<file path="src/rtl/rrp_pkg.sv">
// Shared types and constants for the reply parser.
package rrp_pkg;

  localparam logic [7:0] CH_ARRAY  = 8'h2A;
  localparam logic [7:0] CH_SIMPLE = 8'h2B;
  localparam logic [7:0] CH_ERRSTR = 8'h2D;
  localparam logic [7:0] CH_INT    = 8'h3A;
  localparam logic [7:0] CH_BULK   = 8'h24;
  localparam logic [7:0] CH_CR     = 8'h0D;
  localparam logic [7:0] CH_LF     = 8'h0A;
  localparam logic [7:0] CH_ZERO   = 8'h30;
  localparam logic [7:0] CH_NINE   = 8'h39;

  localparam logic [2:0] T_NONE   = 3'd0;
  localparam logic [2:0] T_ARRAY  = 3'd1;
  localparam logic [2:0] T_SIMPLE = 3'd2;
  localparam logic [2:0] T_ERRSTR = 3'd3;
  localparam logic [2:0] T_INT    = 3'd4;
  localparam logic [2:0] T_BULK   = 3'd5;

  localparam logic [1:0] ST_CONT = 2'd0;
  localparam logic [1:0] ST_ELEM = 2'd1;
  localparam logic [1:0] ST_MSG  = 2'd2;
  localparam logic [1:0] ST_ERR  = 2'd3;

  // Byte class computed by the front end.
  typedef struct packed {
    logic [7:0] data;
    logic       is_digit;
    logic [3:0] digit;
    logic       is_cr;
    logic       is_lf;
    logic       is_minus;
    logic [2:0] type_code;
  } byte_info_t;

  typedef struct packed {
    logic [1:0]  status;
    logic [2:0]  element_type;
    logic        payload_valid;
    logic [7:0]  payload_byte;
    logic        value_valid;
    logic [31:0] value;
    logic        is_null;
    logic [3:0]  nest_level;
  } result_t;

endpackage

</file>
<file path="src/rtl/rrp_front.sv">
// Front end: byte classifier with a two-entry queue toward the parser.
module rrp_front (
  input  logic                clk,
  input  logic                rst,
  input  logic                data_valid,
  output logic                data_ready,
  input  logic [7:0]          data_byte,
  output logic                q_valid,
  input  logic                q_ready,
  output rrp_pkg::byte_info_t q_info
);

  rrp_pkg::byte_info_t cls;
  rrp_pkg::byte_info_t slot [2];
  logic       rd_ptr, wr_ptr;
  logic [1:0] count;
  logic       push, pop;

  always_comb begin
    cls = '0;
    cls.data     = data_byte;
    cls.is_digit = (data_byte >= rrp_pkg::CH_ZERO) && (data_byte <= rrp_pkg::CH_NINE);
    cls.digit    = 4'(data_byte - rrp_pkg::CH_ZERO);
    cls.is_cr    = data_byte == rrp_pkg::CH_CR;
    cls.is_lf    = data_byte == rrp_pkg::CH_LF;
    cls.is_minus = data_byte == rrp_pkg::CH_ERRSTR;
    unique case (data_byte)
      rrp_pkg::CH_ARRAY:  cls.type_code = rrp_pkg::T_ARRAY;
      rrp_pkg::CH_SIMPLE: cls.type_code = rrp_pkg::T_SIMPLE;
      rrp_pkg::CH_ERRSTR: cls.type_code = rrp_pkg::T_ERRSTR;
      rrp_pkg::CH_INT:    cls.type_code = rrp_pkg::T_INT;
      rrp_pkg::CH_BULK:   cls.type_code = rrp_pkg::T_BULK;
      default:            cls.type_code = rrp_pkg::T_NONE;
    endcase
  end

  assign data_ready = count != 2'd2;
  assign q_valid    = count != 2'd0;
  assign q_info     = slot[rd_ptr];
  assign push       = data_valid && data_ready;
  assign pop        = q_valid && q_ready;

  always_ff @(posedge clk) begin
    if (push) slot[wr_ptr] <= cls;
    if (rst) begin
      rd_ptr <= 1'b0;
      wr_ptr <= 1'b0;
      count  <= 2'd0;
    end else begin
      if (push) wr_ptr <= ~wr_ptr;
      if (pop)  rd_ptr <= ~rd_ptr;
      count <= count + 2'(push) - 2'(pop);
    end
  end

endmodule

</file>
<file path="src/rtl/rrp_back.sv">
// Back end: parser state machine, array count stack and output register.
module rrp_back #(
  parameter int MAX_DEPTH = 8
) (
  input  logic                clk,
  input  logic                rst,
  input  logic                q_valid,
  output logic                q_ready,
  input  rrp_pkg::byte_info_t q_info,
  output logic                out_valid,
  input  logic                out_ready,
  output rrp_pkg::result_t    out_res
);

  localparam int LW = $clog2(MAX_DEPTH + 1);
  localparam int IW = (MAX_DEPTH > 1) ? $clog2(MAX_DEPTH) : 1;

  localparam logic [2:0] PH_IDLE    = 3'd0;
  localparam logic [2:0] PH_NUM     = 3'd1;
  localparam logic [2:0] PH_NUM_LF  = 3'd2;
  localparam logic [2:0] PH_LINE    = 3'd3;
  localparam logic [2:0] PH_LINE_LF = 3'd4;
  localparam logic [2:0] PH_BULK    = 3'd5;
  localparam logic [2:0] PH_BULK_CR = 3'd6;
  localparam logic [2:0] PH_BULK_LF = 3'd7;

  logic [2:0]  phase, phase_next;
  logic [2:0]  cur_type, cur_type_next;
  logic        neg, neg_next;
  logic        seen, seen_next;
  logic [31:0] acc, acc_next;
  logic [31:0] bulk_rem, bulk_rem_next;
  logic [LW-1:0] level, level_next;

  // Stack entries, each read at its own place for the close walk.
  logic [31:0] stack [MAX_DEPTH];
  logic [MAX_DEPTH-1:0] is_one;   // entry count is at most one
  logic        push_en;
  logic [31:0] push_val;

  logic        take;
  logic        finish;
  logic        err;
  rrp_pkg::result_t res;

  logic [35:0] prod;
  logic [32:0] lim;
  logic        isneg;

  assign take    = q_valid && q_ready;
  assign q_ready = !out_valid || out_ready;

  always_comb begin
    for (int i = 0; i < MAX_DEPTH; i++) is_one[i] = stack[i] <= 32'd1;
  end

  always_comb begin
    phase_next    = phase;
    cur_type_next = cur_type;
    neg_next      = neg;
    seen_next     = seen;
    acc_next      = acc;
    bulk_rem_next = bulk_rem;
    level_next    = level;
    push_en  = 1'b0;
    push_val = acc;
    finish   = 1'b0;
    err      = 1'b0;
    res      = '0;
    res.element_type = cur_type;
    prod  = ({4'd0, acc} << 3) + ({4'd0, acc} << 1) + 36'(q_info.digit);
    lim   = neg ? 33'h080000000 : 33'h07FFFFFFF;
    isneg = neg && (acc != 32'd0);
    unique case (phase)
      PH_IDLE: begin
        if (q_info.type_code == rrp_pkg::T_NONE) begin
          err = 1'b1;
        end else begin
          cur_type_next    = q_info.type_code;
          res.element_type = q_info.type_code;
          phase_next = (q_info.type_code == rrp_pkg::T_SIMPLE ||
                        q_info.type_code == rrp_pkg::T_ERRSTR) ? PH_LINE : PH_NUM;
        end
      end
      PH_NUM: begin
        if (q_info.is_minus && !seen && !neg) neg_next = 1'b1;
        else if (q_info.is_digit) begin
          if (prod > 36'(lim)) err = 1'b1;
          else begin
            acc_next  = prod[31:0];
            seen_next = 1'b1;
          end
        end else if (q_info.is_cr && seen) phase_next = PH_NUM_LF;
        else err = 1'b1;
      end
      PH_NUM_LF: begin
        if (!q_info.is_lf) err = 1'b1;
        else begin
          res.value_valid = 1'b1;
          res.value = isneg ? (32'd0 - acc) : acc;
          if (cur_type == rrp_pkg::T_INT) finish = 1'b1;
          else if (cur_type == rrp_pkg::T_ARRAY) begin
            if (isneg) begin
              if (acc == 32'd1) begin
                res.is_null = 1'b1;
                finish = 1'b1;
              end else err = 1'b1;
            end else if (acc == 32'd0) finish = 1'b1;
            else if (level >= LW'(MAX_DEPTH)) err = 1'b1;
            else begin
              push_en = 1'b1;
              push_val = acc;
              level_next = level + LW'(1);
              phase_next = PH_IDLE; cur_type_next = rrp_pkg::T_NONE;
              neg_next = 1'b0; seen_next = 1'b0; acc_next = '0; bulk_rem_next = '0;
            end
          end else if (cur_type == rrp_pkg::T_BULK) begin
            if (isneg) begin
              if (acc == 32'd1) begin
                res.is_null = 1'b1;
                finish = 1'b1;
              end else err = 1'b1;
            end else if (acc == 32'd0) phase_next = PH_BULK_CR;
            else begin
              bulk_rem_next = acc;
              phase_next = PH_BULK;
            end
          end else err = 1'b1;
        end
      end
      PH_LINE: begin
        if (q_info.is_cr) phase_next = PH_LINE_LF;
        else begin
          res.payload_valid = 1'b1;
          res.payload_byte  = q_info.data;
        end
      end
      PH_LINE_LF: begin
        if (q_info.is_lf) finish = 1'b1;
        else err = 1'b1;
      end
      PH_BULK: begin
        res.payload_valid = 1'b1;
        res.payload_byte  = q_info.data;
        if (bulk_rem <= 32'd1) begin
          bulk_rem_next = '0;
          phase_next = PH_BULK_CR;
        end else bulk_rem_next = bulk_rem - 32'd1;
      end
      PH_BULK_CR: begin
        if (q_info.is_cr) phase_next = PH_BULK_LF;
        else err = 1'b1;
      end
      PH_BULK_LF: begin
        if (q_info.is_lf) finish = 1'b1;
        else err = 1'b1;
      end
      default: err = 1'b1;
    endcase

    if (finish) begin
      phase_next = PH_IDLE; cur_type_next = rrp_pkg::T_NONE;
      neg_next = 1'b0; seen_next = 1'b0; acc_next = '0; bulk_rem_next = '0;
      // Close every array from the top whose count runs out.
      level_next = level;
      for (int i = MAX_DEPTH - 1; i >= 0; i--) begin
        if (level_next == LW'(i + 1) && is_one[i]) level_next = LW'(i);
      end
      res.status = (level_next == '0) ? rrp_pkg::ST_MSG : rrp_pkg::ST_ELEM;
    end
    if (err) begin
      res = '0;
      res.element_type = cur_type;
      res.status = rrp_pkg::ST_ERR;
      phase_next = PH_IDLE; cur_type_next = rrp_pkg::T_NONE;
      neg_next = 1'b0; seen_next = 1'b0; acc_next = '0; bulk_rem_next = '0;
      level_next = '0;
      push_en = 1'b0;
    end
    res.nest_level = 4'(level_next);
  end

  always_ff @(posedge clk) begin
    if (take) begin
      if (push_en) stack[IW'(level)] <= push_val;
      else if (finish) begin
        // Decrement the open arrays that stay open (top survivor only).
        for (int i = 0; i < MAX_DEPTH; i++) begin
          if (LW'(i + 1) == level_next && LW'(i) < level && !is_one[i])
            stack[i] <= stack[i] - 32'd1;
        end
      end
      out_res <= res;
    end
    if (rst) begin
      phase     <= PH_IDLE;
      cur_type  <= rrp_pkg::T_NONE;
      neg       <= 1'b0;
      seen      <= 1'b0;
      acc       <= '0;
      bulk_rem  <= '0;
      level     <= '0;
      out_valid <= 1'b0;
    end else begin
      if (take) begin
        phase    <= phase_next;
        cur_type <= cur_type_next;
        neg      <= neg_next;
        seen     <= seen_next;
        acc      <= acc_next;
        bulk_rem <= bulk_rem_next;
        level    <= level_next;
        out_valid <= 1'b1;
      end else if (out_ready) begin
        out_valid <= 1'b0;
      end
    end
  end

endmodule

</file>
<file path="src/rtl/resp_reply_parser.sv">
// Top level of the streaming reply parser.
//
// Input channel: data_valid/data_ready carry one raw reply byte (data_byte)
// per request. Output channel: out_valid/out_ready carry one result per
// input byte: status, element_type, payload and value fields, is_null and
// nest_level after that byte.
//
// A front end classifies each byte (digit, CR, LF, type marks) and parks it
// in a two-entry queue. The back end runs the parse state machine, keeps
// the stack of remaining-element counts for open arrays (MAX_DEPTH entries)
// and holds the result in an output register.
//
// Throughput: one byte per cycle while the receiver takes each result, set
// by the back end, which updates its state for each byte it takes; a stall
// on out_ready holds the flow. A byte accepted at the input is first written
// into the queue, then the back end registers its result.
//
// Reset clears the parse state, the queue and the depth; stack entries
// are only read below the current depth. When the receiver stalls the
// output register holds, the queue fills and data_ready drops after two.
module resp_reply_parser #(
  parameter int MAX_DEPTH = 8
) (
  input  logic        clk,
  input  logic        rst,
  input  logic        data_valid,
  output logic        data_ready,
  input  logic [7:0]  data_byte,
  output logic        out_valid,
  input  logic        out_ready,
  output logic [1:0]  status,
  output logic [2:0]  element_type,
  output logic        payload_valid,
  output logic [7:0]  payload_byte,
  output logic        value_valid,
  output logic signed [31:0] value,
  output logic        is_null,
  output logic [3:0]  nest_level
);

  logic                q_valid, q_ready;
  rrp_pkg::byte_info_t q_info;
  rrp_pkg::result_t    res;

  rrp_front u_front (
    .clk(clk), .rst(rst),
    .data_valid(data_valid), .data_ready(data_ready), .data_byte(data_byte),
    .q_valid(q_valid), .q_ready(q_ready), .q_info(q_info)
  );

  rrp_back #(.MAX_DEPTH(MAX_DEPTH)) u_back (
    .clk(clk), .rst(rst),
    .q_valid(q_valid), .q_ready(q_ready), .q_info(q_info),
    .out_valid(out_valid), .out_ready(out_ready), .out_res(res)
  );

  assign status        = res.status;
  assign element_type  = res.element_type;
  assign payload_valid = res.payload_valid;
  assign payload_byte  = res.payload_byte;
  assign value_valid   = res.value_valid;
  assign value         = res.value;
  assign is_null       = res.is_null;
  assign nest_level    = res.nest_level;

endmodule

</file>
<file path="config.mk">
export PLATFORM = sky130hd
export DESIGN_NAME = resp_reply_parser
export DESIGN_NICKNAME = d
export VERILOG_FILES = /design/src/rtl/rrp_pkg.sv /design/src/rtl/rrp_front.sv /design/src/rtl/rrp_back.sv /design/src/rtl/resp_reply_parser.sv
export SDC_FILE = /design/constraint.sdc
export NUM_CORES = 1
export LEC_CHECK = 0
export BUFFER_PORTS_ARGS = -buffer_cell sky130_fd_sc_hd__buf_2
export CORE_MARGIN = 2
export CORE_UTILIZATION = 40
export DETAILED_ROUTE_END_ITERATION = 16
export GPL_TIMING_DRIVEN = 0
export PLACE_DENSITY = 0.51
export SLEW_MARGIN = 15
export SYNTH_ARGS = -nofsm -noshare
export SYNTH_HDL_FRONTEND = slang
export SYNTH_HIERARCHICAL = 1
export SYNTH_SLANG_ARGS = --single-unit
</file>
<file path="constraint.sdc">
create_clock -name clk -period 13.6 [get_ports clk]
set_input_delay 1.36 -clock clk [delete_from_list [all_inputs] [get_ports clk]]
set_output_delay 1.36 -clock clk [all_outputs]
set_load 0.1 [all_outputs]
</file>
After elaboration in Yosys (flattened, before gate mapping). Memories as Yosys holds them, arrays and structs flattened. A register that Yosys moved wholly into a read port is not among the register bits. Cells that the tools add are included.

Add/sub/neg operators: 16. $lt $le $gt $ge: 21. Equality and inequality tests: 57. Muxes and demuxes: 211. Bitwise operators: 4. Reductions and logical operators: 72.

Operator list (count): 2-to-1 mux 32 bit (30); <= comparator 32 x 1 -> 1 bit (second input constant) (9); subtractor 32 x 1 -> 32 bit (second input constant) (9); OR reduction 32 bit (8); one-hot mux 32 bit (2 select lines) (2); 2-to-1 mux 1 bit (106); 2-to-1 mux 4 bit (25); 2-to-1 mux 3 bit (32); 2-to-1 mux 34 bit (2); 2-to-1 mux 50 bit (1); == test 8 x 6 -> 1 bit (second input constant) (5); adder 35 x 33 -> 36 bit (1); adder 36 x 4 -> 36 bit (1); greater-than comparator 36 x 33 -> 1 bit (1); != test 4 x 2 -> 1 bit (second input constant) (9); == test 32 x 1 -> 1 bit (second input constant) (1); logical NOT 32 bit (1); nonzero test 32 bit (1); subtractor 1 x 32 -> 32 bit (first input constant) (1); logical AND 1 bit (31); != test 4 x 1 -> 1 bit (second input constant) (7); == test 3 bit (second input constant) (6); one-hot mux 3 bit (6 select lines) (1); one-hot mux 9 bit (2 select lines) (1); other kinds (45) (90).

Register bits: 133. Memory bits (writable): 294. Input port bits: 12. Memories: 2.

Memories: u_back.stack (words 8, width 32, read ports 8, clocked after memory_dff 0, wr ports 1, RTL line rrp_back.sv:36) `logic [31:0] stack [MAX_DEPTH];`; u_front.slot (words 2, width 19, read ports 1, clocked after memory_dff 1, wr ports 1, RTL line rrp_front.sv:14) `rrp_pkg::byte_info_t slot [2];`.

Depth between registers and ports, before layout.
Depth after elaboration: 56. Mapped depth: 32.

By module. Netlist, hierarchy kept.

By module, submodules not included: rrp_back (times used 1, cells an instance 2523, area an instance 25549.5 um^2, sequential area each 10790.3 um^2); rrp_front (times used 1, cells an instance 96, area an instance 1478.9 um^2, sequential area each 1001.0 um^2).

Worst setup path after synthesis. OpenSTA, ideal clock, no wires.

Path kind: register -> register. From: register with a tool-made name. To: memory u_back.stack[6][0] (enable). Arrival: 7.362 ns. Slack: 5.773 ns. Cell stages (with the launch flop): 31. Path buffers: 5. Clock period less this slack: 7.827 ns. Cells stage by stage: dfxtp_1 -> clkbuf_1 -> buf_2 -> mux2_2 -> fa_1 -> inv_1 -> fa_1 -> nand2b_1 -> a21oi_1 -> o41a_1 -> a31oi_1 -> o21ai_0 -> a21o_1 -> nand4_1 -> a31oi_1 -> xor2_1 -> ha_1 -> nand4_1 -> nor2_1 -> a221oi_1 -> o21ai_0 -> o21ai_0 -> nand2b_1 -> a211oi_1 -> and3_1 -> clkbuf_1 -> o211ai_4 -> or4_1 -> buf_4 -> buf_6 -> o21ai_0.

RTL lines (RTL line): end, declared (rrp_back.sv:36).

==> results.sh <==
export IMPL_setup_violations=0
export IMPL_grt_pass1_wl_um=125100
export IMPL_synth_nets=2752
export IMPL_powerDensity_mw_per_mm2=127.8
export IMPL_grtUsageMet3=0.03048
export IMPL_yosys_warnings=6
export IMPL_synth_top_area_share=0.3755
export IMPL_grt_max_degree=36
export IMPL_die_width_um=263.9
export IMPL_critical_path_required_ns=13.84
export IMPL_finish_net_count=2878
export IMPL_clkTransAtPathRegs_ns=0.06
export IMPL_cp_end_kind="flip-flop"
export IMPL_coreArea_mm2=0.06704
export IMPL_clk_path_buf_depth=3
export IMPL_ff2ff_path_depth=30
export IMPL_cp_slowest_cell="a41o_2"
export IMPL_hpwl_um=57290
export IMPL_hold_start="u_back/bulk_rem[19]$_SDFFE_PP0P_"
export IMPL_wire_per_inst_um=22.65
export IMPL_holdPathStages=2
export IMPL_min_period_over_period=0.6718
export IMPL_yosys_top_cells_count="edfxtp_1, nor2_1, nand2_1, mux2_2, xor2_1"
export IMPL_tightest_slew_ns=1.306
export IMPL_finalClockSkew_ns=0.03497
export IMPL_drc=0
export IMPL_cts_htree_levels=2
export IMPL_netlist_instances=2619
export IMPL_cts_tree="built"
export IMPL_synthArstFlopShare=0
export IMPL_gp_congestion=0.9322
export IMPL_power_leakage_nw=11.76
export IMPL_worstPathMaxFanout=32
export IMPL_reg2reg_to="u_back/stack[0][13]$_DFFE_PP_"
export IMPL_setup_slack_ns=4.464
export IMPL_synth_edf_count=338
export IMPL_top_usage_layer="met2"
export IMPL_arrival_ns=9.38
export IMPL_drive_above_1_share=0.1680
export IMPL_hold_class="flip-flop to flip-flop"
export IMPL_die_area_mm2=0.06967
export IMPL_setup_tns_ns=0
export IMPL_row_count=95
export IMPL_vias=21030
export IMPL_drv_slew=0
export IMPL_synth_top_cells_by_area="edfxtp_1, mux2_2, dfxtp_1"
export IMPL_yosysTopAreaCell="edfxtp_1"
export IMPL_synth_ff_type="edfxtp_1"
export IMPL_yosysMostFrequentCell="edfxtp_1"
export IMPL_viasPerCell=5.743
export IMPL_ctsHoldBuffers=0
export IMPL_grt_setup_unrepaired="no"
export IMPL_met2_usage=0.3861
export IMPL_fin_crit_ns=9.136
export IMPL_maxSlewHeadroom=0.1293
export IMPL_clock_sinks=420
export IMPL_max_stage_delay_ns=0.65
export IMPL_finalHoldViolations=0
export IMPL_ant_nets=0
export IMPL_ir_drop_mv=0.1348
export IMPL_synth_area_mm2=0.02703
export IMPL_ys_ff_latch=420
export IMPL_initial_utilization=0.4032
export IMPL_hold_ws_ns=0.4960
export IMPL_hold_path_end="u_back/bulk_rem[19]$_SDFFE_PP0P_"
export IMPL_clock_fmax_mhz=109.5
export IMPL_synth_cell_types=93
export IMPL_wirelength_um=82930
export IMPL_drv_cap=0
export IMPL_drt_first_pass_iters=7
export IMPL_place_ws_ns=4.551
export IMPL_clock_latency_ns=0.62
export IMPL_post_cts_buffers=0
export IMPL_syn_to_final_growth_pct=12.45
export IMPL_status="complete, no violations"
export IMPL_root_buffer="clkbuf_16"
export IMPL_grt_overflow_total=0
export IMPL_io_pins=66
export IMPL_critPathKind="flip-flop to flip-flop"
export IMPL_die_h_um=263.9
export IMPL_ys_seq_area_frac=0.4363
export IMPL_reg2reg_slack_ns=4.46
export IMPL_grt_pass1_vias=20470
export IMPL_synth_area_per_cell_um2=10.32
export IMPL_cts_repair_resized=0
export IMPL_grtUsageMet1=0.3271
export IMPL_drtIter0Drc=1753
export IMPL_grt_total_usage=0.2333
export IMPL_startpoint_type="flip-flop"
export IMPL_fillCellCount=6427
export IMPL_antenna_found_initial=6
export IMPL_cts_made_buffers=50
export IMPL_fin_util=0.4534
export IMPL_io_buffers=65
## report_power, final
part / leakage (nW) / switching (W) / total [W] / internal [W]
Sequential: 3.77 / 0.0000500 / 0.00153 / 0.00148
Combinational: 7.21 / 0.000803 / 0.00103 / 0.000224
Clock: 0.789 / 0.000563 / 0.00133 / 0.000763
## routing by layer
| layer | wire length, µm | part of all wire |
|---|---|---|
| met1 | 37920 | 0.46 |
| met2 | 39030 | 0.47 |
| met3 | 4662 | 0.056 |
| met4 | 1316 | 0.016 |
| met5 | 0 | 0 |
## worst max path at each step
stage | endpoint | slack [ns] | startpoint
after global placement | u_back/stack[7][10]$_DFFE_PP_ | 3.49 | flip-flop
after CTS | u_back/stack[0][19]$_DFFE_PP_ | 4.54 | flip-flop
after global routing | u_back/stack[0][22]$_DFFE_PP_ | 3.98 | flip-flop
after floorplan | u_back/stack[6][0]$_DFFE_PP_ | 5.77 | flip-flop
final | u_back/stack[0][13]$_DFFE_PP_ | 4.46 | flip-flop
after detailed placement | u_back/stack[0][17]$_DFFE_PP_ | 4.55 | flip-flop
## worst max-delay path: cells and delay by family (launching register included)
kind / cells / cell delay [ns]
AOI/OAI and AO/OA: 12 / 3.17
xor gates and xnor gates: 1 / 0.50
DFF: 1 / 0.30
and+or+nand+nor: 7 / 1.25
muxes: 1 / 0.44
adders and majority gates: 3 / 1.31
buffers and inverters: 6 / 1.78
## cell type report
class / instances / area, µm² / area share
Multi-Input combinational cell: 2008 / 14530 / 0.4781
Clock buffer: 59 / 1305 / 0.04294
Inverter: 65 / 245.2 / 0.008069
Timing Repair Buffer: 74 / 545.5 / 0.01795
Sequential cell: 420 / 11790 / 0.3880
Buffer: 126 / 580.6 / 0.01910
Clock inverter: 34 / 295.3 / 0.009716
Tap cell: 873 / 1092 / 0.03594
Antenna cell: 2 / 5.005 / 0.0001647
## cell families (layout without fill, tap and decap cells)
logic type | after synthesis | after routing | share of synthesized area
AOI/OAI and AO/OA | 391 | 391 | 0.09532
xor gates and xnor gates | 304 | 304 | 0.09851
adders and majority gates | 121 | 121 | 0.05657
buffers and inverters | 191 | 358 | 0.02967
DFF | 420 | 420 | 0.4363
muxes | 247 | 247 | 0.1049
other | 0 | 2 | 0
and+or+nand+nor | 945 | 945 | 0.1788
## metrics by stage
| step | area, µm² | power, W | std cells |
|---|---|---|---|
| 2_1_floorplan | 27030 | 0.002340 | 2619 |
| 3_3_place_gp | 28450 | 0.002571 | 3557 |
| 3_5_place_dp | 28780 | 0.002578 | 3566 |
| 4_1_cts | 30380 | 0.003916 | 3659 |
| 5_1_grt | 30390 | 0.004033 | 3659 |
| 6_report | 30390 | 0.003886 | 3661 |
## cells in the final DEF (no fill, tap or decap), types with 36 or more instances in the layout
master     synthesis  routed
edfxtp_1         338     338
inv_1             60      60
clkbuf_1          91      80
ha_1             119     119
nand3b_1          36      36
nand2_1          213     213
nor2_1           255     255
o21ai_0           75      73
nor3_1            87      87
xnor2_1          149     149
nand3_1           41      41
a21oi_1          124     124
dfxtp_1           82      81
mux2_2           184     184
xor2_1           155     155
mux2i_1           38      38
nor4_1            63      62
or3_1             42      42
nand2b_1          41      41
clkbuf_16          0      50
buf_2             17      82
## state kept, by name, indices dropped and copies added, names as in the netlist, 2 cells and up, named ones only
register         flops
u_back/stack       256
u_back/out_res      52
u_back/acc          32
u_back/bulk_rem     32
u_front/slot        30
u_back/level         4
u_back/cur_type      3
u_back/phase         3
u_front/count        2
Power figures use the tool's default switching activity.
